$ cat src/design/pls_pkg.sv
// Shared types and codes for the positional list store.
// Holds the request/response item structs, operation and status codes.
package pls_pkg;

  localparam int unsigned POS_W   = 5;
  localparam int unsigned VAL_W   = 32;
  localparam int unsigned COUNT_W = 5;

  typedef enum logic [1:0] {
    K_PUSH   = 2'd0,
    K_INSERT = 2'd1,
    K_POP    = 2'd2,
    K_REMOVE = 2'd3
  } kind_t;

  typedef enum logic [1:0] {
    ST_OK    = 2'd0,
    ST_FULL  = 2'd1,
    ST_EMPTY = 2'd2,
    ST_RANGE = 2'd3
  } status_t;

  typedef enum logic [1:0] {
    RD_TAIL = 2'd0,
    RD_PREV = 2'd1,
    RD_NEXT = 2'd2
  } rd_sel_t;

  typedef struct packed {
    logic [1:0]       kind;
    logic [POS_W-1:0] position;
    logic [VAL_W-1:0] value;
  } req_t;

  typedef struct packed {
    logic [VAL_W-1:0]   popped_value;
    logic [1:0]         status;
    logic [COUNT_W-1:0] entry_count;
  } rsp_t;

  // controller -> datapath
  typedef struct packed {
    logic    load;
    logic    wr_en;
    logic    wr_val;
    logic    wr_tail;
    rd_sel_t rd_sel;
    logic    idx_ld_ins;
    logic    idx_ld_rem;
    logic    idx_dec;
    logic    idx_inc;
    logic    cnt_inc;
    logic    cnt_dec;
    logic    res_ld;
    logic    res_pop;
    status_t res_status;
  } cmd_t;

  // datapath -> controller
  typedef struct packed {
    kind_t kind;
    logic  full;
    logic  empty;
    logic  pos_zero;
    logic  pos_gt_count;
    logic  ins_done;
    logic  rem_done;
  } stat_t;

endpackage

$ cat src/design/positional_list_store.sv
// Positional list store: bounded ordered list with push, insert, pop, remove.
// Handles one item at a time; the cost of insert and remove grows with each
// moved entry, as the shift walk over the entry memory (one read port, one
// write port) moves one entry per CHK/WR state pair.
// Reset clears the count and controller; entry memory is not cleared.
// Depends on pls_pkg, pls_ctrl, pls_dpath.
module positional_list_store #(
  parameter int unsigned DEPTH       = 16,
  parameter int unsigned VALUE_WIDTH = 32
) (
  input  logic          clk,
  input  logic          rst,
  input  logic          req_valid,
  output logic          req_ready,
  input  pls_pkg::req_t req,
  output logic          rsp_valid,
  input  logic          rsp_ready,
  output pls_pkg::rsp_t rsp
);

  pls_pkg::cmd_t  cmd;
  pls_pkg::stat_t st;

  pls_ctrl u_ctrl (
    .clk       (clk),
    .rst       (rst),
    .req_valid (req_valid),
    .req_ready (req_ready),
    .rsp_valid (rsp_valid),
    .rsp_ready (rsp_ready),
    .st        (st),
    .cmd       (cmd)
  );

  pls_dpath #(
    .DEPTH       (DEPTH),
    .VALUE_WIDTH (VALUE_WIDTH)
  ) u_dpath (
    .clk (clk),
    .rst (rst),
    .req (req),
    .cmd (cmd),
    .st  (st),
    .rsp (rsp)
  );

`ifndef SYNTHESIS
  a_one_at_a_time: assert property (@(posedge clk) disable iff (rst)
    rsp_valid |-> !req_ready)
    else $error("request ready while a response is pending");

  a_accept_busy: assert property (@(posedge clk) disable iff (rst)
    (req_valid && req_ready) |=> (!req_ready && !rsp_valid))
    else $error("controller not busy after accepting an item");

  a_full_status: assert property (@(posedge clk) disable iff (rst)
    (rsp_valid && rsp.status == pls_pkg::ST_FULL) |-> st.full)
    else $error("full status reported while list not full");

  a_empty_status: assert property (@(posedge clk) disable iff (rst)
    (rsp_valid && rsp.status == pls_pkg::ST_EMPTY) |-> st.empty)
    else $error("empty status reported while list holds entries");
`endif

endmodule

$ cat src/design/pls_dpath.sv
// Datapath of the positional list store: entry memory, count, walk index,
// latched request and result register. Depends on pls_pkg.
module pls_dpath #(
  parameter int unsigned DEPTH       = 16,
  parameter int unsigned VALUE_WIDTH = 32
) (
  input  logic          clk,
  input  logic          rst,
  input  pls_pkg::req_t req,
  input  pls_pkg::cmd_t cmd,
  output pls_pkg::stat_t st,
  output pls_pkg::rsp_t rsp
);

  localparam int unsigned AW   = $clog2(DEPTH);
  localparam int unsigned CW   = $clog2(DEPTH + 1);
  localparam int unsigned CMPW = ((CW > pls_pkg::POS_W) ? CW : pls_pkg::POS_W) + 1;
  localparam int unsigned EXTW = (VALUE_WIDTH > pls_pkg::VAL_W) ? VALUE_WIDTH : pls_pkg::VAL_W;

  logic [VALUE_WIDTH-1:0] mem [DEPTH];
  logic [VALUE_WIDTH-1:0] rdata;
  logic [CW-1:0]          count;
  logic [AW-1:0]          idx;
  pls_pkg::req_t          held;
  logic [1:0]             res_status;
  logic [pls_pkg::VAL_W-1:0] res_popped;

  logic [AW-1:0]          rd_addr;
  logic [AW-1:0]          wr_addr;
  logic [VALUE_WIDTH-1:0] wr_data;
  logic [VALUE_WIDTH-1:0] val_in;
  logic [EXTW-1:0]        val_ext;
  logic [EXTW-1:0]        rd_ext;
  logic [CMPW-1:0]        pos_w;
  logic [CMPW-1:0]        cnt_w;
  logic [CMPW-1:0]        idx_w;
  logic [CMPW-1:0]        slot_w;
  logic [CMPW-1:0]        pos_m1_w;
  logic [CW-1:0]          cnt_m1;

  assign val_ext  = EXTW'(held.value);
  assign val_in   = val_ext[VALUE_WIDTH-1:0];
  assign rd_ext   = EXTW'(rdata);
  assign pos_w    = CMPW'(held.position);
  assign cnt_w    = CMPW'(count);
  assign idx_w    = CMPW'(idx);
  assign pos_m1_w = pos_w - CMPW'(1);
  assign slot_w   = (pos_w == '0) ? '0 : pos_m1_w;
  assign cnt_m1   = count - CW'(1);

  always_comb begin
    case (cmd.rd_sel)
      pls_pkg::RD_PREV: rd_addr = idx - AW'(1);
      pls_pkg::RD_NEXT: rd_addr = idx + AW'(1);
      default:          rd_addr = cnt_m1[AW-1:0];
    endcase
  end

  assign wr_addr = cmd.wr_tail ? count[AW-1:0] : idx;
  assign wr_data = cmd.wr_val ? val_in : rdata;

  always_ff @(posedge clk) begin
    if (cmd.wr_en) begin
      mem[wr_addr] <= wr_data;
    end
    rdata <= mem[rd_addr];
  end

  always_ff @(posedge clk) begin
    if (cmd.load) begin
      held <= req;
    end
    if (cmd.idx_ld_ins) begin
      idx <= count[AW-1:0];
    end else if (cmd.idx_ld_rem) begin
      idx <= pos_m1_w[AW-1:0];
    end else if (cmd.idx_dec) begin
      idx <= idx - AW'(1);
    end else if (cmd.idx_inc) begin
      idx <= idx + AW'(1);
    end
    if (cmd.res_ld) begin
      res_status <= cmd.res_status;
      res_popped <= cmd.res_pop ? rd_ext[pls_pkg::VAL_W-1:0] : '0;
    end
  end

  always_ff @(posedge clk) begin
    if (rst) begin
      count <= '0;
    end else if (cmd.cnt_inc) begin
      count <= count + CW'(1);
    end else if (cmd.cnt_dec) begin
      count <= cnt_m1;
    end
  end

  assign st.kind         = pls_pkg::kind_t'(held.kind);
  assign st.full         = (count == CW'(DEPTH));
  assign st.empty        = (count == '0);
  assign st.pos_zero     = (pos_w == '0);
  assign st.pos_gt_count = (pos_w > cnt_w);
  assign st.ins_done     = (idx_w == slot_w);
  assign st.rem_done     = ((idx_w + CMPW'(1)) >= cnt_w);

  assign rsp.popped_value = res_popped;
  assign rsp.status       = res_status;
  assign rsp.entry_count  = cnt_w[pls_pkg::COUNT_W-1:0];

endmodule

$ cat src/design/pls_ctrl.sv
// Controller of the positional list store: sequences decode, memory
// shifts and the response handshake. Depends on pls_pkg.
module pls_ctrl (
  input  logic           clk,
  input  logic           rst,
  input  logic           req_valid,
  output logic           req_ready,
  output logic           rsp_valid,
  input  logic           rsp_ready,
  input  pls_pkg::stat_t st,
  output pls_pkg::cmd_t  cmd
);

  typedef enum logic [2:0] {
    S_IDLE,
    S_DECODE,
    S_INS_CHK,
    S_INS_WR,
    S_REM_CHK,
    S_REM_WR,
    S_POP_WAIT,
    S_RESULT
  } state_t;

  state_t state;
  state_t state_next;

  always_comb begin
    cmd        = '0;
    cmd.rd_sel = pls_pkg::RD_TAIL;
    cmd.res_status = pls_pkg::ST_OK;
    state_next = state;
    case (state)
      S_IDLE: begin
        if (req_valid && req_ready) begin
          cmd.load   = 1'b1;
          state_next = S_DECODE;
        end
      end
      S_DECODE: begin
        case (st.kind)
          pls_pkg::K_PUSH: begin
            cmd.res_ld = 1'b1;
            state_next = S_RESULT;
            if (st.full) begin
              cmd.res_status = pls_pkg::ST_FULL;
            end else begin
              cmd.wr_en   = 1'b1;
              cmd.wr_val  = 1'b1;
              cmd.wr_tail = 1'b1;
              cmd.cnt_inc = 1'b1;
            end
          end
          pls_pkg::K_INSERT: begin
            if (st.full) begin
              cmd.res_ld     = 1'b1;
              cmd.res_status = pls_pkg::ST_FULL;
              state_next     = S_RESULT;
            end else if (st.pos_gt_count) begin
              cmd.res_ld     = 1'b1;
              cmd.res_status = pls_pkg::ST_RANGE;
              state_next     = S_RESULT;
            end else begin
              cmd.idx_ld_ins = 1'b1;
              state_next     = S_INS_CHK;
            end
          end
          pls_pkg::K_POP: begin
            if (st.empty) begin
              cmd.res_ld     = 1'b1;
              cmd.res_status = pls_pkg::ST_EMPTY;
              state_next     = S_RESULT;
            end else begin
              cmd.rd_sel  = pls_pkg::RD_TAIL;
              cmd.cnt_dec = 1'b1;
              state_next  = S_POP_WAIT;
            end
          end
          default: begin
            if (st.empty) begin
              cmd.res_ld     = 1'b1;
              cmd.res_status = pls_pkg::ST_EMPTY;
              state_next     = S_RESULT;
            end else if (st.pos_zero || st.pos_gt_count) begin
              cmd.res_ld     = 1'b1;
              cmd.res_status = pls_pkg::ST_RANGE;
              state_next     = S_RESULT;
            end else begin
              cmd.idx_ld_rem = 1'b1;
              state_next     = S_REM_CHK;
            end
          end
        endcase
      end
      S_INS_CHK: begin
        if (st.ins_done) begin
          cmd.wr_en   = 1'b1;
          cmd.wr_val  = 1'b1;
          cmd.cnt_inc = 1'b1;
          cmd.res_ld  = 1'b1;
          state_next  = S_RESULT;
        end else begin
          cmd.rd_sel = pls_pkg::RD_PREV;
          state_next = S_INS_WR;
        end
      end
      S_INS_WR: begin
        cmd.wr_en   = 1'b1;
        cmd.idx_dec = 1'b1;
        state_next  = S_INS_CHK;
      end
      S_REM_CHK: begin
        if (st.rem_done) begin
          cmd.cnt_dec = 1'b1;
          cmd.res_ld  = 1'b1;
          state_next  = S_RESULT;
        end else begin
          cmd.rd_sel = pls_pkg::RD_NEXT;
          state_next = S_REM_WR;
        end
      end
      S_REM_WR: begin
        cmd.wr_en   = 1'b1;
        cmd.idx_inc = 1'b1;
        state_next  = S_REM_CHK;
      end
      S_POP_WAIT: begin
        cmd.res_ld  = 1'b1;
        cmd.res_pop = 1'b1;
        state_next  = S_RESULT;
      end
      S_RESULT: begin
        if (rsp_ready) begin
          state_next = S_IDLE;
        end
      end
      default: begin
        state_next = S_IDLE;
      end
    endcase
  end

  always_ff @(posedge clk) begin
    if (rst) begin
      state     <= S_IDLE;
      req_ready <= 1'b0;
      rsp_valid <= 1'b0;
    end else begin
      state     <= state_next;
      req_ready <= (state_next == S_IDLE);
      rsp_valid <= (state_next == S_RESULT);
    end
  end

endmodule
$ cat config.mk
export PLATFORM = sky130hd
export DESIGN_NAME = positional_list_store
export DESIGN_NICKNAME = d
export VERILOG_FILES = /design/src/design/pls_pkg.sv /design/src/design/positional_list_store.sv /design/src/design/pls_dpath.sv /design/src/design/pls_ctrl.sv
export SDC_FILE = /design/constraint.sdc
export NUM_CORES = 1
export LEC_CHECK = 0
export BUFFER_PORTS_ARGS = -buffer_cell sky130_fd_sc_hd__buf_2
export CORE_MARGIN = 2
export CORE_UTILIZATION = 65
export DETAILED_ROUTE_END_ITERATION = 12
export PLACE_DENSITY = 0.93
export SLEW_MARGIN = 5
export SYNTH_ARGS = -nofsm -noshare
export SYNTH_HDL_FRONTEND = slang
export SYNTH_SLANG_ARGS = --single-unit
$ cat constraint.sdc
create_clock -name clk -period 10.8 [get_ports clk]
set_input_delay 1.08 -clock clk [delete_from_list [all_inputs] [get_ports clk]]
set_output_delay 1.08 -clock clk [all_outputs]
set_load 0.05 [all_outputs]
==> impl_metrics.env <==
export IMPL_status="finished, final reports clean"
export IMPL_fin_util_pct=73.9
export IMPL_rsz0062_at_grt="no"
export IMPL_max_freq_mhz=166
export IMPL_p_int_mw=6.10
export IMPL_synth_most_common_cell="edfxtp_1"
export IMPL_critPathArrivalTime_ns=6.47
export IMPL_die_y_um=199
export IMPL_min_period_over_period_pct=55.8
export IMPL_worstPathMaxFanout=73
export IMPL_core_area_um2=37600
export IMPL_hold_class="flop to flop"
export IMPL_powerDensity_nw_per_um2=345
export IMPL_ys_seq_area_share_pct=75.0
export IMPL_synth_edf_count=589
export IMPL_tns_ns=0
export IMPL_cts_setup_buffers=0
export IMPL_p_leak_nw=9.20
export IMPL_insertion_delay_ns=0.63
export IMPL_ys_warn_count=0
export IMPL_drive_gt1_share_pct=28.3
export IMPL_synth_top_cell_area_share_pct=71.5
export IMPL_multi_input_area_um2=5980
export IMPL_finalHoldViolCount=0
export IMPL_dominantRegCellSynth="edfxtp_1"
export IMPL_drt_total_wl_um=57700
export IMPL_start_util_pct=65.8
export IMPL_netlist_area_um2=24700
export IMPL_grt_pass1_wl_um=85000
export IMPL_dr_pass1_iters=5
export IMPL_critPathKind="flop to flop"
export IMPL_switching_share_pct=36.4
export IMPL_endpoint_kind="flop"
export IMPL_place_inst=1810
export IMPL_clkPwrFrac_pct=21.5
export IMPL_num_rows=71
export IMPL_vias=13100
export IMPL_crit_path_start_kind="flop"
export IMPL_avgViaCountPerCell=6.82
export IMPL_min_period_ns=6.03
export IMPL_cts_tree="built"
export IMPL_drtIter0Drc=1952
export IMPL_drc=0
export IMPL_track_usage_pct=30.3
export IMPL_hold_buffers=0
export IMPL_cts_made_buffers=59
export IMPL_antenna_found_initial=3
export IMPL_numPortBuffers=83
export IMPL_syn2layout_area_growth_pct=12.3
export IMPL_r2r_start="u_dpath.held[32]"
export IMPL_avgSynthCellArea_um2=19.7
export IMPL_ant_nets=0
export IMPL_crit_end="u_dpath.rd_ext[11]"
export IMPL_place_gp_congestion=0.906
export IMPL_worst_pin_slew_ns=1.13
export IMPL_nNetsFinal=1420
export IMPL_h_tree_depth=2
export IMPL_max_clock_path_buffers=3
export IMPL_yosysTopAreaCell="edfxtp_1"
export IMPL_avgRoutedWirePerCell_um=30.0
export IMPL_die_area_um2=39600
export IMPL_antenna_cells=0
export IMPL_ys_seq_elements=631
export IMPL_worst_clock_skew_ns=0.0270
export IMPL_fillCellCount=1965
export IMPL_r2r_slack_ns=4.77
export IMPL_grt_pass1_vias=13500
export IMPL_maxSlewViolCount=0
export IMPL_setup_viol=0
export IMPL_place_ws_ns=4.98
export IMPL_cts_root_buf="clkbuf_16"
export IMPL_hold_ws_ns=0.565
export IMPL_syn_nets=1313
export IMPL_yosys_top_cells_area="edfxtp_1, mux4_2, dfxtp_1"
export IMPL_stdcell_count=1922
export IMPL_power_frac_seq_pct=35.4
export IMPL_yosys_top_cells_count="edfxtp_1, mux4_2, a21oi_1"
export IMPL_clk_pin_slew_worst_paths_ns=0.06
export IMPL_ios=84
export IMPL_fp_dieW_um=199
export IMPL_cap_viol_max_count=0
export IMPL_hpwl_um=27800
export IMPL_synth_distinct_cells=52
export IMPL_cts_sinks=631
export IMPL_crit_required_ns=11.24
export IMPL_grt_max_degree=129
export IMPL_cts_resized_gates=0
export IMPL_combPwrFrac_pct=43.2
export IMPL_synth_cells=1253
export IMPL_synth_async_reset_ratio_pct=0
export IMPL_worstRegToRegCells=15
export IMPL_ir_worst_vdd_uv=535
export IMPL_seq_area_um2=18500
export IMPL_setup_slack_ns=4.77
export IMPL_netSwitchingPower_mw=3.49
export IMPL_relSlewSlack_pct=24.0
export IMPL_grt_overflow_total=0
export IMPL_worstSetupStartpoint="u_dpath.held[32]"
export IMPL_r2r_end="u_dpath.rd_ext[11]"
==> sequential cells by signal, indices dropped and copies added, names as in the netlist <==
| signal | cells |
|---|---|
| u_ctrl.req_ready | 1 |
| u_ctrl.rsp_valid | 1 |
| u_ctrl.state | 3 |
| u_dpath.count | 5 |
| u_dpath.held | 5 |
| u_dpath.idx | 4 |
| u_dpath.mem | 512 |
| u_dpath.rd_ext | 32 |
| u_dpath.res_popped | 32 |
| u_dpath.res_status | 2 |
| u_dpath.st | 2 |
| u_dpath.val_ext | 32 |
==> layout by cell type (no fill, tap or decap), types with 7 or more instances in the layout <==
cell type  Yosys  final
edfxtp_1     589    589
mux4_2       128    128
buf_2         20     83
clkbuf_16      0     60
a21oi_1       46     43
dfxtp_1       42     42
nor2b_1       38     37
mux2_2        37     37
mux2i_1       38     37
and3_1        36     36
a211oi_1      33     33
buf_4          0     29
nor2_1        26     25
nand2_1       23     23
nor3_2         1     17
ha_1          17     17
clkbuf_1      36     17
clkinv_2       0     16
o21ai_0       15     15
inv_1         14     14
nor3_1        29     13
a31oi_1       11     11
nand3_1        8      7
==> layer usage <==
layer / up-vias / GRT usage [%] / part of all wire, %
met4: 2 / 12.9 / 4.1
met3: 182 / 5.80 / 11
li1: 5332 / - / -
met5: - / 0 / 0.023
met2: 982 / 50.1 / 50
met1: 6612 / 40.3 / 35
==> critical path: stages, from the launching register on <==
cell and delay [ns]:
edfxtp_1 0.45, inv_1 0.16, ha_1 0.24, nor4b_2 0.54, nor2_1 0.12, xnor2_1 0.21
a2111oi_4 0.45, nor2b_1 0.12, ha_1 0.58, mux2i_4 0.30, buf_4 0.66, buf_4 0.94
mux4_2 0.43, nor2b_1 0.15, a211oi_1 0.34, a21oi_1 0.10
==> power by group through the flow <==
stage,Clock [mW],Sequential (mW),Combinational [mW]
after CTS,2.08,3.39,4.15
final,2.06,3.39,4.14
after detailed placement,0,3.43,4.02
after floorplan,0,3.61,2.90
after global routing,2.16,3.41,4.42
after global placement,0,3.42,3.82
==> cell families (layout without fill, tap and decap cells) <==
group,after synthesis,count (layout),synth area share [%]
AO/OA/AOI/OAI,124,124,3.27
XOR/XNOR,9,9,0.319
adder cells (fa/ha/maj),17,17,0.860
buffers and inverters,81,239,1.45
flip-flops,631,631,75.0
multiplexers,204,204,14.9
AND/OR/NAND/NOR,187,187,4.20
==> stage by stage <==
stage	instance area, um2	power, mW
2_1_floorplan	24700	6.50
3_3_place_gp	25800	7.24
3_5_place_dp	25800	7.45
4_1_cts	27800	9.61
5_1_grt	27800	10.0
6_report	27800	9.59
==> cell type report <==
cell class	instances	area share, %
flip-flops and latches	631	66.7
clock inverters	31	1.05
repair buffers	113	2.35
inverters	14	0.189
multi-input cells	541	21.5
clock buffers	81	5.84
well taps	511	2.30
==> worst min path at each step <==
| stage | startpoint | to | slack (ns) | cells past startpoint |
|---|---|---|---|---|
| after CTS | u_dpath.rd_ext[6] | u_dpath.res_popped[6] | 0.56 | 1 |
| after detailed placement | u_dpath.rd_ext[6] | u_dpath.res_popped[6] | 0.55 | 1 |
| after global placement | u_dpath.rd_ext[6] | u_dpath.res_popped[6] | 0.54 | 1 |
| after global routing | u_dpath.rd_ext[10] | u_dpath.res_popped[10] | 0.61 | 1 |
| final | u_dpath.rd_ext[6] | u_dpath.res_popped[6] | 0.56 | 1 |
| after floorplan | u_dpath.rd_ext[0] | u_dpath.res_popped[0] | 0.53 | 1 |
No activity file was read; power rests on OpenSTA's default activity.
